`src/design/tsm_pkg.sv`:
```
package tsm_pkg;

    localparam int FIFO_DEPTH_DEF = 16;
    localparam int Q_DEPTH        = 2;

    typedef struct packed {
        logic               source;
        logic signed [31:0] value;
        logic               ends_sequence;
    } t_in_item;

    typedef struct packed {
        logic signed [31:0] merged_value;
        logic               from_source;
        logic               final_res;
        logic               dropped;
    } t_out_item;

    typedef enum logic [1:0] {
        ST_IDLE,
        ST_READ,
        ST_DECIDE
    } t_state;

endpackage

```
`src/design/tsm_front.sv`:
```
module tsm_front (
    input  logic              i_clk,
    input  logic              i_rst_n,
    input  logic              i_in_valid,
    output logic              o_in_stall,
    input  tsm_pkg::t_in_item i_in_item,
    output logic              o_q_valid,
    input  logic              i_q_take,
    output tsm_pkg::t_in_item o_q_item
);
    import tsm_pkg::*;

    localparam int QPW = (Q_DEPTH > 1) ? $clog2(Q_DEPTH) : 1;
    localparam int QCW = $clog2(Q_DEPTH + 1);
    localparam logic [QCW-1:0] Q_FULL = QCW'(Q_DEPTH);
    localparam logic [QPW-1:0] Q_LAST = QPW'(Q_DEPTH - 1);

    t_in_item       r_mem [Q_DEPTH];
    logic [QPW-1:0] r_wp, r_rp;
    logic [QCW-1:0] r_cnt;
    logic           push, pop;

    assign o_in_stall = (r_cnt == Q_FULL);
    assign o_q_valid  = (r_cnt != '0);
    assign o_q_item   = r_mem[r_rp];
    assign push       = i_in_valid && !o_in_stall;
    assign pop        = i_q_take && o_q_valid;

    always_ff @(posedge i_clk) begin
        if (push) begin
            r_mem[r_wp] <= i_in_item;
        end
    end

    always_ff @(posedge i_clk) begin
        if (!i_rst_n) begin
            r_wp  <= '0;
            r_rp  <= '0;
            r_cnt <= '0;
        end else begin
            if (push) begin
                r_wp <= (r_wp == Q_LAST) ? '0 : r_wp + 1'b1;
            end
            if (pop) begin
                r_rp <= (r_rp == Q_LAST) ? '0 : r_rp + 1'b1;
            end
            if (push && !pop) begin
                r_cnt <= r_cnt + 1'b1;
            end else if (pop && !push) begin
                r_cnt <= r_cnt - 1'b1;
            end
        end
    end

endmodule

```
`src/design/tsm_back.sv`:
```
module tsm_back #(
    parameter int FIFO_DEPTH = tsm_pkg::FIFO_DEPTH_DEF
) (
    input  logic               i_clk,
    input  logic               i_rst_n,
    input  logic               i_q_valid,
    input  tsm_pkg::t_in_item  i_q_item,
    output logic               o_q_take,
    output logic               o_out_valid,
    input  logic               i_out_stall,
    output tsm_pkg::t_out_item o_out_item
);
    import tsm_pkg::*;

    localparam int PW = (FIFO_DEPTH > 1) ? $clog2(FIFO_DEPTH) : 1;
    localparam int CW = $clog2(FIFO_DEPTH + 1);
    localparam logic [CW-1:0] DEPTH_C  = CW'(FIFO_DEPTH);
    localparam logic [CW:0]   DEPTH_W  = (CW+1)'(FIFO_DEPTH);
    localparam logic [PW-1:0] LAST_PTR = PW'(FIFO_DEPTH - 1);

    logic signed [31:0] r_mem1 [FIFO_DEPTH];
    logic signed [31:0] r_mem2 [FIFO_DEPTH];
    logic signed [31:0] r_head1, r_head2;

    t_state        r_state, n_state;
    logic [CW-1:0] r_cnt1, n_cnt1, r_cnt2, n_cnt2;
    logic [PW-1:0] r_rp1, n_rp1, r_rp2, n_rp2;
    logic          r_end1, n_end1, r_end2, n_end2;
    logic          r_out_valid, n_out_valid;
    t_out_item     r_out_item, n_out_item;

    logic          out_free, drop, wr1, wr2;
    logic [CW:0]   sum1, sum2;
    logic [PW-1:0] wp1, wp2;
    logic          have1, have2, less, emit1, emit2, fin;

    assign o_out_valid = r_out_valid;
    assign o_out_item  = r_out_item;
    assign out_free    = !r_out_valid || !i_out_stall;

    assign sum1 = (CW+1)'(r_rp1) + (CW+1)'(r_cnt1);
    assign sum2 = (CW+1)'(r_rp2) + (CW+1)'(r_cnt2);
    assign wp1  = (sum1 >= DEPTH_W) ? PW'(sum1 - DEPTH_W) : PW'(sum1);
    assign wp2  = (sum2 >= DEPTH_W) ? PW'(sum2 - DEPTH_W) : PW'(sum2);

    assign drop = i_q_item.source ? (r_cnt2 == DEPTH_C || r_end2)
                                  : (r_cnt1 == DEPTH_C || r_end1);

    assign have1 = (r_cnt1 != '0);
    assign have2 = (r_cnt2 != '0);
    assign less  = (r_head1 < r_head2);
    assign emit1 = (have1 && have2) ? less  : (have1 && r_end2);
    assign emit2 = (have1 && have2) ? !less : (have2 && r_end1);
    assign fin   = r_end1 && r_end2
                && (emit1 ? (r_cnt1 == CW'(1)) : !have1)
                && (emit2 ? (r_cnt2 == CW'(1)) : !have2);

    always_comb begin
        n_state     = r_state;
        n_cnt1      = r_cnt1;
        n_cnt2      = r_cnt2;
        n_rp1       = r_rp1;
        n_rp2       = r_rp2;
        n_end1      = r_end1;
        n_end2      = r_end2;
        n_out_valid = r_out_valid && i_out_stall;
        n_out_item  = r_out_item;
        o_q_take    = 1'b0;
        wr1         = 1'b0;
        wr2         = 1'b0;
        unique case (r_state)
            ST_IDLE: begin
                if (i_q_valid && (out_free || !drop)) begin
                    o_q_take = 1'b1;
                    if (drop) begin
                        n_out_valid             = 1'b1;
                        n_out_item.merged_value = '0;
                        n_out_item.from_source  = i_q_item.source;
                        n_out_item.final_res    = 1'b0;
                        n_out_item.dropped      = 1'b1;
                    end else begin
                        if (i_q_item.source) begin
                            wr2    = 1'b1;
                            n_cnt2 = r_cnt2 + 1'b1;
                            n_end2 = i_q_item.ends_sequence;
                        end else begin
                            wr1    = 1'b1;
                            n_cnt1 = r_cnt1 + 1'b1;
                            n_end1 = i_q_item.ends_sequence;
                        end
                        n_state = ST_READ;
                    end
                end
            end
            ST_READ: begin
                n_state = ST_DECIDE;
            end
            ST_DECIDE: begin
                if (!(emit1 || emit2)) begin
                    n_state = ST_IDLE;
                end else if (out_free) begin
                    n_out_valid             = 1'b1;
                    n_out_item.merged_value = emit1 ? r_head1 : r_head2;
                    n_out_item.from_source  = !emit1;
                    n_out_item.final_res    = fin;
                    n_out_item.dropped      = 1'b0;
                    if (emit1) begin
                        n_cnt1 = r_cnt1 - 1'b1;
                        n_rp1  = (r_rp1 == LAST_PTR) ? '0 : r_rp1 + 1'b1;
                    end else begin
                        n_cnt2 = r_cnt2 - 1'b1;
                        n_rp2  = (r_rp2 == LAST_PTR) ? '0 : r_rp2 + 1'b1;
                    end
                    if (fin) begin
                        n_end1  = 1'b0;
                        n_end2  = 1'b0;
                        n_state = ST_IDLE;
                    end else begin
                        n_state = ST_READ;
                    end
                end
            end
            default: begin
                n_state = ST_IDLE;
            end
        endcase
    end

    always_ff @(posedge i_clk) begin
        if (wr1) begin
            r_mem1[wp1] <= i_q_item.value;
        end
        if (wr2) begin
            r_mem2[wp2] <= i_q_item.value;
        end
        r_head1 <= r_mem1[r_rp1];
        r_head2 <= r_mem2[r_rp2];
    end

    always_ff @(posedge i_clk) begin
        r_out_item <= n_out_item;
    end

    always_ff @(posedge i_clk) begin
        if (!i_rst_n) begin
            r_state     <= ST_IDLE;
            r_cnt1      <= '0;
            r_cnt2      <= '0;
            r_rp1       <= '0;
            r_rp2       <= '0;
            r_end1      <= 1'b0;
            r_end2      <= 1'b0;
            r_out_valid <= 1'b0;
        end else begin
            r_state     <= n_state;
            r_cnt1      <= n_cnt1;
            r_cnt2      <= n_cnt2;
            r_rp1       <= n_rp1;
            r_rp2       <= n_rp2;
            r_end1      <= n_end1;
            r_end2      <= n_end2;
            r_out_valid <= n_out_valid;
        end
    end

endmodule

```
`src/design/two_way_sorted_merge.sv`:
```
// Channel  Valid        Stall        Payload
// in       i_in_valid   o_in_stall   i_in_item  (source, value, ends_sequence)
// out      o_out_valid  i_out_stall  o_out_item (merged_value, from_source,
//                                                final_res, dropped)
// A dropped item is answered from the idle state; a stored item passes through the read
// and decide states once and again after each merged result that is not final, the read
// state covering the registered head read of the per-sequence FIFO memories.
// A two-entry input queue keeps taking items while the merge unit works.
// Reset clears counts, pointers, end flags and the queue; FIFO memories are not cleared.
// A stalled output holds in its register; results and drops wait for it to drain.
module two_way_sorted_merge #(
    parameter int FIFO_DEPTH = tsm_pkg::FIFO_DEPTH_DEF
) (
    input  logic               i_clk,
    input  logic               i_rst_n,
    input  logic               i_in_valid,
    output logic               o_in_stall,
    input  tsm_pkg::t_in_item  i_in_item,
    output logic               o_out_valid,
    input  logic               i_out_stall,
    output tsm_pkg::t_out_item o_out_item
);
    import tsm_pkg::*;

    logic     q_valid, q_take;
    t_in_item q_item;

    tsm_front u_front (
        .i_clk      (i_clk),
        .i_rst_n    (i_rst_n),
        .i_in_valid (i_in_valid),
        .o_in_stall (o_in_stall),
        .i_in_item  (i_in_item),
        .o_q_valid  (q_valid),
        .i_q_take   (q_take),
        .o_q_item   (q_item)
    );

    tsm_back #(
        .FIFO_DEPTH (FIFO_DEPTH)
    ) u_back (
        .i_clk       (i_clk),
        .i_rst_n     (i_rst_n),
        .i_q_valid   (q_valid),
        .i_q_item    (q_item),
        .o_q_take    (q_take),
        .o_out_valid (o_out_valid),
        .i_out_stall (i_out_stall),
        .o_out_item  (o_out_item)
    );

endmodule

```
`config.mk`:
```
export PLATFORM = sky130hd
export DESIGN_NAME = two_way_sorted_merge
export DESIGN_NICKNAME = d
export VERILOG_FILES = /design/src/design/tsm_pkg.sv /design/src/design/tsm_front.sv /design/src/design/tsm_back.sv /design/src/design/two_way_sorted_merge.sv
export SDC_FILE = /design/constraint.sdc
export NUM_CORES = 1
export LEC_CHECK = 0
export BUFFER_PORTS_ARGS = -buffer_cell sky130_fd_sc_hd__clkbuf_2
export CAP_MARGIN = 40
export CORE_ASPECT_RATIO = 1.4
export CORE_UTILIZATION = 50
export DETAILED_ROUTE_END_ITERATION = 12
export HOLD_SLACK_MARGIN = 0.05
export PLACE_DENSITY = 0.66
export SYNTH_ARGS = -nofsm -noshare
export SYNTH_HDL_FRONTEND = slang
export SYNTH_SLANG_ARGS = --single-unit
```
`constraint.sdc`:
```
create_clock -name i_clk -period 12.8 [get_ports i_clk]
set_input_delay 1.92 -clock i_clk [delete_from_list [all_inputs] [get_ports i_clk]]
set_output_delay 1.92 -clock i_clk [all_outputs]
set_load 0.01 [all_outputs]
```
==> run_results.csv <==
group,metric,value,unit
finish,area_growth_syn_to_layout,13.1,%
timing,postLayoutSetupSlackWorst,8640,ps
logic_synthesis,synth_area,46500,um^2
routing,avgViaCountPerCell,6.14,
logic_synthesis,synthesis.nets,2232,
routing,routed_wl,110,mm
logic_synthesis,synthDominantAreaCellType,"sky130_fd_sc_hd__edfxtp_1",
floorplanning,chipHeight,363,um
clock_tree,cts_tree,"built",
global_route,routing_usage_on_met1,0.313,
global_route,grt_remaining_overflow,0,
clock_tree,clkSinkCount,1219,
clock_tree,cts_buffers,108,
global_route,use_met3,0.0533,
routing,dr.first_iter.drc_count,2376,
floorplanning,design.die.area,94300,um^2
timing,timing_worst_slew_pin_value,1020,ps
floorplanning,core_area,92300,um^2
clock_tree,cts_max_level,3,
floorplanning,design.portCount,75,
logic_synthesis,fraction_of_post_synthesis_cell_area_in_the_top_cell_type_by_area,0.727,
worst_setup_path,required,13150,ps
timing,timing.clock.skew,35.0,ps
clock_tree,path_clk_slew,70,ps
worst_setup_path,critical_path_peak_fanout,53,
logic_synthesis,ys_top_cells_by_area,"sky130_fd_sc_hd__edfxtp_1 (73%), sky130_fd_sc_hd__mux4_2 (15%), sky130_fd_sc_hd__dfxtp_1 (4.0%)",
clock_tree,clk_latency,730,ps
pwr,power.static_leakage,0.0165,uW
worst_setup_path,setup.worst_path.start_class,"register",
logic_synthesis,synthArstFlopShare,0,
timing,final_period_minus_worst_setup_slack,4160,ps
placed_design,placed_area,48800,um^2
clock_tree,clock_path_buffers,3,
placed_design,place_hpwl,62.6,mm
routing,drtAntennaViolNets,0,
timing,rsz_0062_raised_after_global_routing,"false",
worst_setup_path,arrival,4510,ps
logic_synthesis,synth.avg_cell_area,21.7,um^2
timing,final_slew_viol_count,0,
clock_tree,cts.repair_timing.setup_buffer_count,0,
timing,setup_viol,0,
logic_synthesis,ys_seq_area_frac,0.767,
routing,drt_drc_violations_left,0,
logic_synthesis,synthCells,2146,
global_route,first_pass_grt_wire_length,160,mm
global_route,met2_demand_to_capacity_share_in_global_routing,0.396,
logic_synthesis,synthDistinctLibCells,65,
placed_design,port_buffer_count,74,
global_route,gr-usage-all-layers,0.240,
floorplanning,chipWidth,260,um
logic_synthesis,ys.flop_type,"sky130_fd_sc_hd__edfxtp_1",
timing,fmax,241,MHz
finish,drive_above_1_share,0.306,
worst_setup_path,slowest_stage_cell_cp,"sky130_fd_sc_hd__buf_4",
worst_setup_path,cpMostUsedCell,"sky130_fd_sc_hd__buf_4",
finish,post-route-cell-area,52600,um^2
timing,setup_total_negative_slack,0,ps
routing,detail_route.first_pass.iterations,6,
timing,max_slew_margin,0.317,
clock_tree,cts_root_buffer,"sky130_fd_sc_hd__clkbuf_16",
routing,routed_wire_length_per_instance,30.6,um
routing,detailroute.via_count,22100,
global_route,via_count_of_the_first_global_routing_pass,23100,
worst_setup_path,max_stage_delay,700,ps
logic_synthesis,synthesis.yosys.warnings,0,
timing,timing.final.hold_violations,0,
worst_setup_path,timing_worst_setup_path_type,"register to register",
worst_setup_path,path_cells,"buf_4, ha_1, a21o_1, a21oi_1, xor2_1, nand2_1, nor2_4, buf_4",
status,outcome,"completed",
clock_tree,cts-resized-gates,0,
global_route,grt_max_degree,59,
floorplanning,start_util,0.504,
logic_synthesis,synth.ff_latch_count,1219,
floorplanning,rows,132,
global_route,initial_antenna_violation_count,4,
job,max_cap_viol_count,0,
worst_setup_path,kind_of_end_point_of_the_critical_path,"register",
worst_hold_path,hold_class,"register to register",
placed_design,dp_slack,8610,ps
global_route,grt_busiest_layer,"met2",
timing,finalCritPeriodShare,0.325,
placed_design,gp_congestion,0.825,
finish,final.fill_count,6598,
clock_tree,hold_buffers,0,
logic_synthesis,synth_enable_flop_cells,1127,
finish,fin_nets,2378,
pwr,vdd_ir_drop_max,192,uV
pwr,power_density,186,nW/um^2
==> sequential cells by signal, indices dropped and copies added, names as in the netlist, 5 cells and up, named ones only <==
signal	flops
u_back.r_cnt2	5
u_back.r_mem2	512
u_front.r_mem	68
u_back.r_cnt1	5
u_back.r_head1	32
u_back.o_out_item	35
u_back.r_head2	32
u_back.r_mem1	512
==> power by group <==
group	leakage [uW]	switching, uW	internal, uW
Clock	0.00180	1490	1900
Combinational	0.00372	918	366
Sequential	0.0109	127	4990
==> cells in the final DEF, fill, tap and decap left out, drive strengths merged, types with 5 or more instances in the layout <==
cell / instances
xor2: 9
nand3: 6
bufinv: 15
and2: 5
dfxtp: 92
buf: 65
edfxtp: 1127
xnor2: 8
clkbuf: 195
clkinvlp: 16
a21o: 5
mux2: 32
nor4: 10
inv: 53
nand2b: 6
mux4: 320
ha: 46
o21ai: 13
clkinv: 41
nor2: 52
nand2: 118
a21oi: 60
nand4: 8
a31oi: 5
nor3: 7
mux2i: 10
==> area by class of cell <==
cell class	instances	area, um^2	share of cell area
inverters	42	158	0.00300
clock buffers	121	2800	0.0533
repair buffers	139	956	0.0182
well taps	1206	1510	0.0287
diodes	2	5.00	0.0000951
clock inverters	83	950	0.0181
multi-input cells	782	10500	0.200
flip-flops and latches	1219	35700	0.679
==> worst paths after layout <==
check,from,to,slack [ps],depth (start not counted)
setup / recovery,u_back.r_rp1[1]$_SDFFE_PN0P_,u_back.r_mem1[10][28]$_DFFE_PP_,8640,8
hold / removal,u_front.r_rp$_SDFFE_PN0P_,register,510,2
hold reg to reg,u_front.r_rp$_SDFFE_PN0P_,register,510,2
setup reg to reg,u_back.r_rp1[1]$_SDFFE_PN0P_,u_back.r_mem1[10][28]$_DFFE_PP_,8640,8
==> synth_stat cells, drive strengths merged (3+ instances only) <==
cell,count
xor2,9
nand3,6
nor4b,3
nand2b,6
nor4,10
a2111oi,3
and3,3
nand4,8
a21o,5
nand2,118
and2,5
a211oi,4
mux2,32
inv,42
a311oi,3
xnor2,8
a21oi,60
or4b,3
clkbuf,64
buf,39
a31oi,5
nor3,7
o21ai,13
o31ai,3
edfxtp,1127
dfxtp,92
mux4,320
mux2i,10
ha,46
a221oi,3
o211ai,4
nor2,52
or4,4
==> per-stage QoR <==
| step | utilization | instances | total power (uW) | hold slack (ps) |
|---|---|---|---|---|
| floorplan | - | 2146 | 5920 | 461 |
| global placement | 0.528 | 3382 | 6420 | 483 |
| detailed placement | 0.529 | 3388 | 6480 | 492 |
| CTS | 0.570 | 3592 | 9860 | 513 |
| global route | 0.570 | 3594 | 10100 | 536 |
| finish | 0.570 | 3594 | 9800 | 511 |
==> critical path: cells and delay by family (launching register included) <==
| kind | cells | cell delay [ps] |
|---|---|---|
| buffers and inverters | 2 | 1230 |
| AND/OR/NAND/NOR | 2 | 890 |
| flip-flops | 1 | 650 |
| AO/OA/AOI/OAI | 2 | 400 |
| adder cells (fa/ha/maj) | 1 | 360 |
| XOR/XNOR | 1 | 240 |
==> cell families after synthesis <==
group	Yosys count	share of synthesized area
xor gates and xnor gates	17	0.00320
DFF	1219	0.767
AOI/OAI and AO/OA	119	0.0162
buffers and inverters	145	0.0122
adders and majority gates	48	0.0132
and+or+nand+nor	236	0.0233
muxes	362	0.165
==> per-layer routing <==
layer,up-vias,wire length [um]
met5,-,34
met4,4,3760
met3,216,8360
met2,980,55600
met1,11700,42200
li1,9185,-
Note: power is estimated with default switching activity, not from simulation.
